$ cat src/hw/rtl/cobs_frame_decoder_unit_assert.svh
// Assertion macros shared by the decoder.
`ifndef COBS_FRAME_DECODER_UNIT_ASSERT_SVH
`define COBS_FRAME_DECODER_UNIT_ASSERT_SVH

// Same-cycle implication, checked outside reset.
`define CFD_ASSERT_NOW(lbl, clk, rst, ante, cons) \
   lbl: assert property (@(posedge clk) disable iff (rst) (ante) |-> (cons)) \
      else $error("decoder check failed");

// Next-cycle implication, checked outside reset.
`define CFD_ASSERT_NEXT(lbl, clk, rst, ante, cons) \
   lbl: assert property (@(posedge clk) disable iff (rst) (ante) |=> (cons)) \
      else $error("decoder check failed");

`endif

$ cat src/hw/rtl/cfd_pkg.sv
package cfd_pkg;

   localparam int unsigned ByteW = 8;
   localparam logic [ByteW-1:0] DelimByte = 8'h00;

   typedef struct packed {
      logic             valid;
      logic [ByteW-1:0] in_byte;
   } cfd_item_type;

   typedef struct packed {
      logic [ByteW-1:0] out_byte;
      logic             frame_end;
      logic [ByteW-1:0] frame_length;
      logic             overflow;
   } cfd_result_type;

   typedef struct packed {
      logic           valid;
      cfd_result_type data;
   } cfd_step_out_type;

endpackage

$ cat src/hw/rtl/cfd_if.sv
interface cfd_req_if import cfd_pkg::*; ();
   logic             valid;
   logic             ready;
   logic [ByteW-1:0] in_byte;

   modport source (output valid, output in_byte, input ready);
   modport sink (input valid, input in_byte, output ready);
endinterface

interface cfd_rsp_if import cfd_pkg::*; ();
   logic             valid;
   logic             ready;
   logic [ByteW-1:0] out_byte;
   logic             frame_end;
   logic [ByteW-1:0] frame_length;
   logic             overflow;

   modport source (output valid, output out_byte, output frame_end, output frame_length,
                   output overflow, input ready);
   modport sink (input valid, input out_byte, input frame_end, input frame_length,
                 input overflow, output ready);
endinterface

$ cat src/hw/rtl/cfd_in_stage.sv
module cfd_in_stage import cfd_pkg::*; (
   input  logic             clock,
   input  logic             reset,
   input  logic             req_valid,
   input  logic [ByteW-1:0] req_in_byte,
   output logic             req_ready,
   input  logic             take,
   output cfd_item_type     item
);

   logic             valid_ff;
   logic             valid_in;
   logic [ByteW-1:0] byte_ff;

   // The held byte leaves on take, so a new one may enter in the same cycle.
   assign req_ready = !valid_ff || take;
   assign valid_in  = req_ready ? req_valid : valid_ff;

   always_ff @(posedge clock) begin
      if (reset) begin
         valid_ff <= 1'b0;
      end else begin
         valid_ff <= valid_in;
      end
   end

   always_ff @(posedge clock) begin
      if (req_ready && req_valid) begin
         byte_ff <= req_in_byte;
      end
   end

   assign item.valid   = valid_ff;
   assign item.in_byte = byte_ff;

endmodule

$ cat src/hw/rtl/cfd_step.sv
module cfd_step import cfd_pkg::*; #(
   parameter int unsigned MAX_LEN = 254
) (
   input  logic             clock,
   input  logic             reset,
   input  cfd_item_type     item,
   input  logic             out_free,
   output logic             take,
   output cfd_step_out_type step_out
);

   localparam logic [ByteW-1:0] MaxLenB = ByteW'(MAX_LEN);

   logic             in_frame_ff, in_frame_in;
   logic [ByteW-1:0] run_count_ff, run_count_in;
   logic [ByteW-1:0] byte_count_ff, byte_count_in;
   logic             overflowed_ff, overflowed_in;
   logic [ByteW-1:0] run_dec;
   logic             is_delim;

   assign is_delim = (item.in_byte == DelimByte);
   assign run_dec  = run_count_ff - 8'd1;

   always_comb begin
      in_frame_in   = in_frame_ff;
      run_count_in  = run_count_ff;
      byte_count_in = byte_count_ff;
      overflowed_in = overflowed_ff;
      step_out      = '0;
      if (!in_frame_ff) begin
         // Code byte opens a frame; idle delimiters are dropped.
         if (!is_delim) begin
            in_frame_in   = 1'b1;
            run_count_in  = item.in_byte;
            byte_count_in = '0;
            overflowed_in = 1'b0;
         end
      end else if (is_delim) begin
         step_out.valid             = 1'b1;
         step_out.data.frame_end    = 1'b1;
         step_out.data.frame_length = byte_count_ff;
         step_out.data.overflow     = overflowed_ff;
         in_frame_in                = 1'b0;
         byte_count_in              = '0;
         overflowed_in              = 1'b0;
      end else begin
         if (run_dec == '0) begin
            run_count_in           = item.in_byte;
            step_out.data.out_byte = DelimByte;
         end else begin
            run_count_in           = run_dec;
            step_out.data.out_byte = item.in_byte;
         end
         if (byte_count_ff >= MaxLenB) begin
            // Saturate and drop the byte.
            byte_count_in = MaxLenB;
            overflowed_in = 1'b1;
         end else begin
            byte_count_in  = byte_count_ff + 8'd1;
            step_out.valid = 1'b1;
         end
      end
   end

   // A byte with no result never waits on the output side.
   assign take = item.valid && (!step_out.valid || out_free);

   always_ff @(posedge clock) begin
      if (reset) begin
         in_frame_ff   <= 1'b0;
         run_count_ff  <= '0;
         byte_count_ff <= '0;
         overflowed_ff <= 1'b0;
      end else if (take) begin
         in_frame_ff   <= in_frame_in;
         run_count_ff  <= run_count_in;
         byte_count_ff <= byte_count_in;
         overflowed_ff <= overflowed_in;
      end
   end

endmodule

$ cat src/hw/rtl/cfd_out_stage.sv
module cfd_out_stage import cfd_pkg::*; (
   input  logic             clock,
   input  logic             reset,
   input  cfd_step_out_type step_out,
   input  logic             take,
   input  logic             rsp_ready,
   output logic             out_free,
   output logic             rsp_valid,
   output cfd_result_type   rsp_data
);

   logic           valid_ff;
   logic           valid_in;
   cfd_result_type data_ff;

   assign out_free = !valid_ff || rsp_ready;
   assign valid_in = out_free ? (step_out.valid && take) : valid_ff;

   always_ff @(posedge clock) begin
      if (reset) begin
         valid_ff <= 1'b0;
      end else begin
         valid_ff <= valid_in;
      end
   end

   always_ff @(posedge clock) begin
      if (out_free && take && step_out.valid) begin
         data_ff <= step_out.data;
      end
   end

   assign rsp_valid = valid_ff;
   assign rsp_data  = data_ff;

endmodule

$ cat src/hw/rtl/cobs_frame_decoder_unit.sv
// Streaming COBS deframer, one received byte per transfer.
// A byte waits in the input register and its result in the output register before being offered.
// Throughput: one byte per cycle unless a result stalls on a full output register.
// Run and length update is one compare and decrement; no-result bytes still pass the input register.
// Reset (synchronous, active high) empties both registers and returns the deframer to idle.
`include "cobs_frame_decoder_unit_assert.svh"

module cobs_frame_decoder_unit import cfd_pkg::*; #(
   parameter int unsigned MAX_LEN = 254
) (
   input logic       clock,
   input logic       reset,
   cfd_req_if.sink   req_chan,
   cfd_rsp_if.source rsp_chan
);

   cfd_item_type     item;
   cfd_step_out_type step_out;
   cfd_result_type   rsp_data;
   logic             take;
   logic             out_free;

   cfd_in_stage u_in_stage (
      .clock       (clock),
      .reset       (reset),
      .req_valid   (req_chan.valid),
      .req_in_byte (req_chan.in_byte),
      .req_ready   (req_chan.ready),
      .take        (take),
      .item        (item)
   );

   cfd_step #(
      .MAX_LEN (MAX_LEN)
   ) u_step (
      .clock    (clock),
      .reset    (reset),
      .item     (item),
      .out_free (out_free),
      .take     (take),
      .step_out (step_out)
   );

   cfd_out_stage u_out_stage (
      .clock     (clock),
      .reset     (reset),
      .step_out  (step_out),
      .take      (take),
      .rsp_ready (rsp_chan.ready),
      .out_free  (out_free),
      .rsp_valid (rsp_chan.valid),
      .rsp_data  (rsp_data)
   );

   assign rsp_chan.out_byte     = rsp_data.out_byte;
   assign rsp_chan.frame_end    = rsp_data.frame_end;
   assign rsp_chan.frame_length = rsp_data.frame_length;
   assign rsp_chan.overflow     = rsp_data.overflow;

   `CFD_ASSERT_NOW(a_end_fields, clock, reset, rsp_chan.valid && rsp_chan.frame_end, rsp_chan.out_byte == DelimByte)
   `CFD_ASSERT_NOW(a_data_fields, clock, reset, rsp_chan.valid && !rsp_chan.frame_end, rsp_chan.frame_length == '0 && !rsp_chan.overflow)
   `CFD_ASSERT_NOW(a_ovf_saturated, clock, reset, rsp_chan.valid && rsp_chan.overflow, rsp_chan.frame_length == ByteW'(MAX_LEN))
   `CFD_ASSERT_NEXT(a_result_loaded, clock, reset, take && step_out.valid, rsp_chan.valid)

endmodule

$ cat src/flat_wrapper.sv
// flat-port wrapper written by rule: the top's interface ports become plain ports
module cobs_frame_decoder_unit_flat import cfd_pkg::*;
#(
   parameter int unsigned MAX_LEN = 254
)
  (clock, reset, req_chan_valid, req_chan_in_byte, req_chan_ready, rsp_chan_valid, rsp_chan_out_byte, rsp_chan_frame_end, rsp_chan_frame_length, rsp_chan_overflow, rsp_chan_ready);
  cfd_req_if req_chan_i ();
  cfd_rsp_if rsp_chan_i ();
  input logic clock;
  input logic reset;
  input wire logic [$bits(req_chan_i.valid)-1:0] req_chan_valid;
  input wire logic [$bits(req_chan_i.in_byte)-1:0] req_chan_in_byte;
  output wire logic [$bits(req_chan_i.ready)-1:0] req_chan_ready;
  output wire logic [$bits(rsp_chan_i.valid)-1:0] rsp_chan_valid;
  output wire logic [$bits(rsp_chan_i.out_byte)-1:0] rsp_chan_out_byte;
  output wire logic [$bits(rsp_chan_i.frame_end)-1:0] rsp_chan_frame_end;
  output wire logic [$bits(rsp_chan_i.frame_length)-1:0] rsp_chan_frame_length;
  output wire logic [$bits(rsp_chan_i.overflow)-1:0] rsp_chan_overflow;
  input wire logic [$bits(rsp_chan_i.ready)-1:0] rsp_chan_ready;
  assign req_chan_i.valid = req_chan_valid;
  assign req_chan_i.in_byte = req_chan_in_byte;
  assign req_chan_ready = req_chan_i.ready;
  assign rsp_chan_valid = rsp_chan_i.valid;
  assign rsp_chan_out_byte = rsp_chan_i.out_byte;
  assign rsp_chan_frame_end = rsp_chan_i.frame_end;
  assign rsp_chan_frame_length = rsp_chan_i.frame_length;
  assign rsp_chan_overflow = rsp_chan_i.overflow;
  assign rsp_chan_i.ready = rsp_chan_ready;
  cobs_frame_decoder_unit #(.MAX_LEN(MAX_LEN)) u_core (.clock(clock), .reset(reset), .req_chan(req_chan_i), .rsp_chan(rsp_chan_i));
endmodule
$ cat config.mk
export PLATFORM = sky130hd
export DESIGN_NAME = cobs_frame_decoder_unit_flat
export DESIGN_NICKNAME = d
export VERILOG_FILES = /design/src/hw/rtl/cfd_pkg.sv /design/src/hw/rtl/cfd_if.sv /design/src/hw/rtl/cfd_in_stage.sv /design/src/hw/rtl/cfd_step.sv /design/src/hw/rtl/cfd_out_stage.sv /design/src/hw/rtl/cobs_frame_decoder_unit.sv /design/src/flat_wrapper.sv
export VERILOG_INCLUDE_DIRS = /design/src /design/src/hw/rtl
export SDC_FILE = /design/constraint.sdc
export NUM_CORES = 1
export LEC_CHECK = 0
export BUFFER_PORTS_ARGS = -buffer_cell sky130_fd_sc_hd__clkbuf_2
export CORE_MARGIN = 3
export CORE_UTILIZATION = 50
export DETAILED_ROUTE_END_ITERATION = 6
export PLACE_DENSITY = 0.71
export RECOVER_POWER = 100
export SYNTH_ARGS = -nofsm -noshare
export SYNTH_HDL_FRONTEND = slang
export SYNTH_HIERARCHICAL = 1
export SYNTH_SLANG_ARGS = --single-unit
$ cat constraint.sdc
create_clock -name clock -period 2.9 [get_ports clock]
set_input_delay 0.145 -clock clock [delete_from_list [all_inputs] [get_ports clock]]
set_output_delay 0.145 -clock clock [all_outputs]
set_load 0.01 [all_outputs]
==> results of run 1 <==
==> flip-flops by register name (all words and copies together), names as in the netlist <==
| name | cells |
|---|---|
| u_core/u_in_stage/byte_ff | 8 |
| u_core/u_in_stage/valid_ff | 1 |
| u_core/u_out_stage/rsp_data | 18 |
| u_core/u_out_stage/rsp_valid | 1 |
| u_core/u_step/byte_count_ff | 8 |
| u_core/u_step/in_frame_ff | 1 |
| u_core/u_step/overflowed_ff | 1 |
| u_core/u_step/run_count_ff | 8 |
==> stage by stage <==
stage	instance area, µm²	total power, mW
after global placement	2370	0.897
after detailed placement	2370	0.898
after CTS	2470	1.29
after floorplan	2190	0.862
after global routing	2410	1.32
final	2410	1.26
==> cell type report <==
class,instances,share of cell area (%)
multi-input cells,141,37.5
well taps,50,2.60
repair buffers,33,5.88
inverters,7,1.09
flip-flops and latches,46,49.1
clock buffers,7,3.59
clock inverters,1,0.208
==> critical path: stages (launching register included) <==
cell and delay, ns:
dfxtp_1 0.35, inv_1 0.10, ha_1 0.22, or3b_1 0.43, o31a_2 0.34, o31ai_2 0.54, mux2i_1 0.28, a211oi_2 0.08
==> metal layers <==
metal / vias up / global-route usage, % / routed length, µm
met5: - / 0 / 0
met4: 0 / 5.01 / 29
met3: 4 / 4.99 / 344
met2: 69 / 22.6 / 1670
met1: 737 / 25.2 / 2010
li1: 814 / - / -
==> cell families after synthesis <==
group	count (synthesis)	synth area share [%]
adder cells (fa/ha/maj)	4	2.28
buffers and inverters	17	3.43
flip-flops	46	53.9
XOR/XNOR	4	1.60
AND/OR/NAND/NOR	77	20.3
AO/OA/AOI/OAI	55	18.0
multiplexers	1	0.457
==> placed cells by master (no fill, tap or decap), drive strengths merged, types with 2 or more instances in the layout <==
cell type	n
a211oi	3
a21oi	11
a221oi	4
a31oi	6
and2	18
clkbuf	39
dfxtp	20
edfxtp	26
ha	4
inv	7
nand2	11
nand2b	3
nand3	6
nand4	2
nor2	16
nor3	8
nor4	4
o211ai	4
o21ai	15
o31a	2
o31ai	4
or2	2
or4	2
xnor2	2
xor2	2
==> power groups by stage <==
stage          logic (mW)  registers [mW]  clock network (mW)
6_report            0.129           0.743               0.390
5_1_grt             0.145           0.746               0.433
2_1_floorplan       0.115           0.747                   0
4_1_cts             0.140           0.744               0.407
3_3_place_gp        0.139           0.758                   0
3_5_place_dp        0.139           0.759                   0
==> final timing paths <==
path                                      start                             to  slack [ns]  depth (start not counted)
setup / recovery  u_core/u_step/run_count_ff[0]  u_core/u_step/run_count_ff[0]        0.45                          7
hold / removal              req_chan_in_byte[4]   u_core/u_in_stage/byte_ff[4]        0.03                          1
setup reg to reg  u_core/u_step/run_count_ff[0]  u_core/u_step/run_count_ff[0]        0.45                          7
hold reg to reg     u_core/u_step/overflowed_ff    u_core/u_step/overflowed_ff        0.49                          2
==> impl_metrics.tcl, run 1 <==
set metrics [dict create \
    outcome "complete, no violations" \
    drt_wl_total_um 4060 \
    ir_drop_uv 400 \
    grt_pass1_vias 1457 \
    worstSetupPathType "reg -> reg" \
    fin_tns_setup_ns 0 \
    drv_cap 0 \
    utilization_pct 58.5 \
    power_per_cell_area_mw_per_mm2 524 \
    power_switching_share_pct 24.0 \
    route.detailed.drc 0 \
    end_kind "register" \
    grtUsageTotal_pct 16.6 \
    netlist_area_mm2 0.00219 \
    worst_pin_slew_ns 0.613 \
    synth_nets 220 \
    ys_types 49 \
    p_leak_nw 0.835 \
    cts-buffers-inserted 5 \
    yosysWarnings 6 \
    seqPwrFrac_pct 58.9 \
    multi_input_comb_area_um2 903 \
    holdBufCountCts 0 \
    synth-edff-count 26 \
    firstDrtPassIters 4 \
    finClkSkew_ns 0.00555 \
    area_growth_pct 9.82 \
    synth_cells 204 \
    overflow 0 \
    synth_most_common_cell "edfxtp_1" \
    wl_per_cell_um 14.2 \
    grt_max_degree 21 \
    io_pins 32 \
    dp_worst_setup_slack_ns 0.565 \
    clk_pin_slew_worst_paths_ns 0.08 \
    synth_top_cells_by_area "edfxtp_1 (36%), dfxtp_1 (18%), and2_1 (4.9%)" \
    yosys.area.top_type_share_pct 35.6 \
    yosysSeqAreaShare_pct 53.9 \
    crit_path_start_kind "register" \
    grt_first_pass_wirelength_um 6890 \
    min_path_type "in -> reg" \
    clkSinkCount 46 \
    antenna_found_initial 0 \
    vias 1624 \
    post_layout_nonfiller_instances 285 \
    combPwrFrac_pct 10.2 \
    diodes 0 \
    fp.dieW_um 72.2 \
    required_ns 3.06 \
    rows 23 \
    gp_congestion 0.858 \
    maxSlewViolCount 0 \
    setup-violations-final 0 \
    cp.arrival_ns 2.61 \
    vias_per_cell 5.70 \
    rsz0062_at_grt "no" \
    min_period_over_period_pct 84.6 \
    ctsResizeCount 0 \
    p_sw_mw 0.302 \
    die_h_um 72.2 \
    dp_hpwl_um 2880 \
    post-route-min-period_ns 2.45 \
    die_area_mm2 0.00521 \
    setup_slack_ns 0.447 \
    seqCellArea_mm2 0.00118 \
    critPathMaxFanout 7 \
    max_freq_mhz 408 \
    yosys.area.top_type "edfxtp_1" \
    drtIter0Drc 112 \
    clock_latency_ns 0.29 \
    cts_max_level 2 \
    finalHoldViolCount 0 \
    slew_headroom_pct 58.9 \
    cts_setup_buffers 0 \
    avgSynthCellArea_um2 10.7 \
    drive_gt1_share_pct 13.6 \
    cts_tree "built" \
    initial_core_util_pct 53.2 \
    postRouteAntennaNets 0 \
    dp.cells 277 \
    nFillCells 383 \
    synthFlopType "edfxtp_1" \
    synth-seq-cells 46 \
    core-area_mm2 0.00412 \
    pwr-share-clk_pct 30.9 \
    clockBufferDepth 2 \
    root_buffer "clkbuf_8" \
    async_flop_share_pct 0 \
    p_int_mw 0.959 \
    timing.hold.ws_ns 0.0287 \
    final_net_count 250 \
    port_buffers 31 \
    ys_top_cells_by_count "edfxtp_1 (26), dfxtp_1 (20), and2_1 (17), nor2_1 (16), o21ai_0 (15)" \
]
(Power assumes the default switching activity.)
==> run 2: changes to the inputs <==
Clock period 2.9 ns to 2.3 ns, I/O delays scaled along.
==> run 2 against run 1 <==
Critical path depth stayed put. Via count grew 5.1%. Worst setup slack lost 0.38 ns. Total power rose by 40%. Combinational power up 70%. Count of clock-buffer cells in the layout is the same. Largest power group unchanged. Maximum frequency increased by 9.8%. Clock skew up 0.0012 ns. Clock power up 58%. Routed wire length grew 10%.
==> impl_metrics.tcl, run 2 (synthesized netlist as in run 1, its figures left out) <==
set metrics [dict create \
    cts-buffers-inserted 5 \
    postRouteAntennaNets 0 \
    vias 1707 \
    port_buffers 31 \
    clkSinkCount 46 \
    clock_latency_ns 0.30 \
    max_freq_mhz 448 \
    slew_headroom_pct 67.2 \
    setup_slack_ns 0.0660 \
    cts_tree "built" \
    multi_input_comb_area_um2 968 \
    power_switching_share_pct 23.6 \
    rows 23 \
    critPathMaxFanout 5 \
    clk_pin_slew_worst_paths_ns 0.08 \
    maxSlewViolCount 0 \
    drtIter0Drc 128 \
    firstDrtPassIters 4 \
    p_leak_nw 0.932 \
    post-route-min-period_ns 2.23 \
    wl_per_cell_um 14.9 \
    layout_commonest_cell "edfxtp_1" \
    root_buffer "clkbuf_8" \
    worstSetupPathType "reg -> reg" \
    seqPwrFrac_pct 52.9 \
    utilization_pct 63.9 \
    finalHoldViolCount 0 \
    critical-path-slowest-cell "or3b_4" \
    final_area_mm2 0.00263 \
    power_per_cell_area_mw_per_mm2 674 \
    dp_worst_setup_slack_ns 0.0664 \
    diodes 0 \
    finClkSkew_ns 0.00679 \
    die_h_um 72.2 \
    core-area_mm2 0.00412 \
    required_ns 2.46 \
    setup-violations-final 0 \
    overflow 0 \
    pwr-share-clk_pct 34.7 \
    combPwrFrac_pct 12.3 \
    cts_max_level 2 \
    end_kind "register" \
    mostFrequentLayoutCells "edfxtp_1 (26), clkbuf_1 (22), dfxtp_1 (20), nor2_1 (16), o21ai_0 (15)" \
    post_layout_nonfiller_instances 300 \
    area_growth_pct 20.0 \
    dp_hpwl_um 2920 \
    p_total_mw 1.77 \
    fp.dieW_um 72.2 \
    fin_tns_setup_ns 0 \
    nFillCells 328 \
    grt_first_pass_wirelength_um 7420 \
    largest_reg_flops 18 \
    grtUsageTotal_pct 18.0 \
    max_stage_delay_ns 0.43 \
    worst_pin_slew_ns 0.493 \
    grt_pass1_vias 1505 \
    vias_per_cell 5.69 \
    outcome "complete, no violations" \
    final_net_count 265 \
    p_sw_mw 0.419 \
    grt_max_degree 21 \
    drv_cap 0 \
    cp_cell_sequence "inv_1, ha_2, or3b_4, o31a_4, o31a_2, o221ai_1, a21oi_1" \
    io_pins 32 \
    min_path_type "in -> reg" \
    crit_path_start_kind "register" \
    initial_core_util_pct 53.2 \
    drive_gt1_share_pct 19.2 \
    die_area_mm2 0.00521 \
    p_int_mw 1.35 \
    gp_congestion 0.884 \
    drt_wl_total_um 4480 \
    min_period_over_period_pct 97.1 \
    cp.arrival_ns 2.39 \
    route.detailed.drc 0 \
    dp.cells 282 \
    place_area_mm2 0.00242 \
    timing.hold.ws_ns 0.0418 \
    ir_drop_uv 390 \
    antenna_found_initial 0 \
    clockBufferDepth 2 \
    seqCellArea_mm2 0.00118 \
]
-- run 2: cell types whose count changed in the layout (fill, tap and decap cells not counted), moves of 2 or more --
cell | previous run | this run
a221oi_1 | 4 | 2
a221oi_2 | 0 | 2
and2_0 | 11 | 7
and2_1 | 7 | 10
buf_4 | 1 | 6
dlygate4sd3_1 | 0 | 8
-- run 2: critical path: cells and delay by family (launching register included) --
kind / cells / cell delay, ns
and+or+nand+nor: 1 / 0.43
AOI/OAI and AO/OA: 4 / 1.01
DFF: 1 / 0.35
buffers and inverters: 1 / 0.09
adders and majority gates: 1 / 0.21
-- run 2: routing by layer --
| layer | GRT usage (%) | wire (µm) | up-vias |
|---|---|---|---|
| li1 | - | - | 844 |
| met1 | 26.3 | 2100 | 778 |
| met2 | 25.5 | 1930 | 73 |
| met3 | 5.40 | 356 | 12 |
| met4 | 5.64 | 92 | 0 |
| met5 | 0 | 0 | - |
-- run 2: final cells by class --
type / instances / share of cell area, %
Sequential cell: 46 / 44.9
Clock buffer: 7 / 3.28
Timing Repair Buffer: 48 / 10.5
Tap cell: 50 / 2.38
Clock inverter: 1 / 1.14
Inverter: 7 / 0.999
Multi-Input combinational cell: 141 / 36.8
-- run 2: path summary, 6_finish.rpt --
path | startpoint | endpoint | slack (ns) | depth (start not counted)
setup / recovery | u_core/u_step/run_count_ff[0] | u_core/u_step/run_count_ff[1] | 0.07 | 7
hold / removal | req_chan_valid | u_core/u_in_stage/valid_ff | 0.04 | 3
setup reg to reg | u_core/u_step/run_count_ff[0] | u_core/u_step/run_count_ff[1] | 0.07 | 7
hold reg to reg | u_core/u_step/run_count_ff[1] | u_core/u_step/run_count_ff[1] | 0.50 | 2
-- run 2: power groups by stage --
stage	clock [mW]	combinational (mW)	sequential (mW)
detailed placement	0	0.191	0.953
global route	0.678	0.240	0.942
CTS	0.624	0.205	0.934
global placement	0	0.190	0.952
floorplan	0	0.145	0.942
finish	0.616	0.219	0.938
-- run 2: what timing repair did --
| action | CTS | global route |
|---|---|---|
| gates resized for setup | 0 | 7 |
| hold endpoints to repair | 8 | 0 |
| buffers inserted | 0 | 2 |
| setup endpoints to repair | 0 | 15 |
| hold buffers | 8 | 0 |
==> run 3: changes to the inputs <==
Settings changed: ABC_AREA from default to 1.
==> run 3 against run 2 <==
Sequential cell count unchanged. Final area is the same. Combinational power shrank 3%. Critical endpoint is now req_chan_ready. Largest cell class unchanged. Maximum frequency up 7.1%. Area after synthesis is 3.0% higher. Sequential share of layout area is the same. Die area grew 2.7%.
==> impl_metrics.tcl, run 3 <==
set metrics [dict create \
    largest_reg_flops 18 \
    max_stage_delay_ns 0.40 \
    fin_tns_setup_ns 0 \
    root_buffer "clkbuf_8" \
    yosys.area.top_type "edfxtp_1" \
    r2r_start "u_core/u_step/byte_count_ff[1]" \
    final_net_count 336 \
    vias_per_cell 4.93 \
    clock_latency_ns 0.29 \
    min_period_over_period_pct 90.7 \
    power_per_cell_area_mw_per_mm2 659 \
    clockBufferDepth 2 \
    finClkSkew_ns 0.0101 \
    grt_max_degree 19 \
    cp.arrival_ns 1.97 \
    worstSetupPathType "reg -> out" \
    finalHoldViolCount 0 \
    yosysSeqAreaShare_pct 52.4 \
    synth_cells 275 \
    hp-start "req_chan_valid" \
    avgSynthCellArea_um2 8.20 \
    netlist_area_mm2 0.00226 \
    synth-seq-cells 46 \
    synth_mux_area_share_pct 0 \
    dp_hpwl_um 3210 \
    overflow 0 \
    gp_congestion 0.887 \
    synth_top_family_by_area "simple AND/OR/NAND/NOR gates" \
    timing.hold.ws_ns 0.0763 \
    drv_cap 0 \
    setup-violations-final 0 \
    required_ns 2.18 \
    path_common_cell "nand2_2" \
    synthSimpleGateAreaFrac_pct 28.0 \
    cp_cell_sequence "inv_1, ha_1, nor2_1, nor2_1, nand2_2, nand2_2, nand2_2, nand2_4, nand2_2, clkinv_2, inv_2, nand2_1, clkbuf_2" \
    initial_core_util_pct 54.1 \
    synth_top_cells_by_area "edfxtp_1 (35%), dfxtp_1 (18%), nand2_1 (11%)" \
    synthFlopType "edfxtp_1" \
    diodes 0 \
    port_buffers 31 \
    layout_commonest_cell "nand2_1" \
    outcome "complete, no violations" \
    rsz0062_at_grt "no" \
    drtIter0Drc 114 \
    crit_path_start_kind "register" \
    route.detailed.drc 0 \
    antenna_found_initial 0 \
    die_h_um 73.2 \
    firstDrtPassIters 4 \
    worst_pin_slew_ns 0.453 \
    yosysWarnings 6 \
    area_growth_pct 16.6 \
    max_freq_mhz 479 \
    vias 1830 \
    startpoint "u_core/u_step/byte_count_ff[0]" \
    post-route-min-period_ns 2.09 \
    die_area_mm2 0.00535 \
    synth-adder-area-share_pct 2.22 \
    maxSlewViolCount 0 \
    grt_first_pass_wirelength_um 7690 \
    core-area_mm2 0.00417 \
    async_flop_share_pct 0 \
    yosys.area.top_type_share_pct 34.6 \
    critPathMaxFanout 8 \
    end_kind "output port" \
    cts_setup_buffers 0 \
    cp.buffers_inverters 4 \
    cpLargestDelayFamily "simple AND/OR/NAND/NOR gates" \
    ys_top_cells_by_count "nand2_1 (65), inv_1 (41), nor2_1 (40), edfxtp_1 (26), a21oi_1 (21)" \
    synth_compound_gate_area_share_pct 7.82 \
    io_pins 32 \
    cts_tree "built" \
    mostFrequentLayoutCells "nand2_1 (68), inv_1 (41), nor2_1 (40), edfxtp_1 (26), clkbuf_1 (21)" \
    grtUsageTotal_pct 18.7 \
    synth_nets 291 \
    clk_pin_slew_worst_paths_ns 0.09 \
    postRouteAntennaNets 0 \
    ys_types 29 \
    cts_max_level 2 \
    fp.dieW_um 73.2 \
    drive_gt1_share_pct 12.5 \
    wl_per_cell_um 12.1 \
    synth_most_common_cell "nand2_1" \
    synth_xor_area_share_pct 0.776 \
    clkSinkCount 46 \
    synth-edff-count 26 \
    drt_wl_total_um 4500 \
    ir_drop_uv 411 \
    grt_pass1_vias 1638 \
    min_path_type "in -> reg" \
    p_leak_nw 1.17 \
    critical-path-slowest-cell "dfxtp_1" \
    rows 23 \
    cts-buffers-inserted 5 \
    slew_headroom_pct 69.8 \
]
## run 3: cell count changes in the layout (fill, tap and decap cells not counted), moves of 7 or more
cell and change:
nand2_1 +58, inv_1 +34, nor2_1 +24, nand3_1 +12, a21oi_1 +11, o21ai_0 -11
and2_1 -10, and2_0 -7
## run 3: metrics by stage
| step | setup slack (ns) | instance area, µm² | utilization (%) | std cells | total power, mW |
|---|---|---|---|---|---|
| after floorplan | 0.140 | 2260 | - | 275 | 1.09 |
| after global placement | 0.338 | 2490 | 59.6 | 355 | 1.14 |
| after detailed placement | 0.246 | 2490 | 59.6 | 355 | 1.15 |
| after CTS | 0.185 | 2680 | 64.1 | 371 | 1.75 |
| after global routing | 0.0172 | 2630 | 63.0 | 371 | 1.82 |
| final | 0.214 | 2630 | 63.0 | 371 | 1.73 |
## run 3: repair_timing
item	CTS	global route
endpoints found under the setup margin	0	1
hold buffers	8	0
hold endpoints to repair	8	0
resized for setup	0	1
## run 3: worst paths after layout
check / slack [ns] / endpoint / cells after the start
setup / recovery: 0.21 / req_chan_ready / 13
hold / removal: 0.08 / u_core/u_in_stage/valid_ff / 3
setup reg to reg: 0.25 / u_core/u_out_stage/rsp_data[12] / 12
hold reg to reg: 0.47 / u_core/u_step/byte_count_ff[7] / 2
## run 3: tightest hold or removal path: cells and delay by family
family | cells | cell delay [ns]
buf+inv | 2 | 0.15
compound gates | 1 | 0.06
## run 3: logic make-up after synthesis
group,count (synthesis)
AND/OR/NAND/NOR,142
buffers and inverters,49
flip-flops,46
AO/OA/AOI/OAI,32
adder cells (fa/ha/maj),4
XOR/XNOR,2
## run 3: final cells by class
type / count / area (µm²)
Inverter: 44 / 166
Clock buffer: 6 / 72.6
Timing Repair Buffer: 43 / 248
Fill cell: 362 / 1540
Sequential cell: 46 / 1180
Clock inverter: 2 / 37.5
Tap cell: 50 / 62.6
Multi-Input combinational cell: 180 / 862
## run 3: power breakdown
group	leakage [nW]	internal, mW	switching, mW
combinational	0.693	0.0799	0.133
clock	0.0514	0.324	0.271
sequential	0.428	0.898	0.0257
## run 3: routing by layer
layer | wire, µm | vias to the layer above | part of all wire [%] | GRT usage [%]
met5 | 0 | - | 0 | 0
met4 | 55 | 0 | 1.2 | 6.15
met3 | 268 | 5 | 6.0 | 3.44
met2 | 1970 | 48 | 44 | 27.8
met1 | 2210 | 817 | 49 | 27.3
li1 | - | 960 | - | -
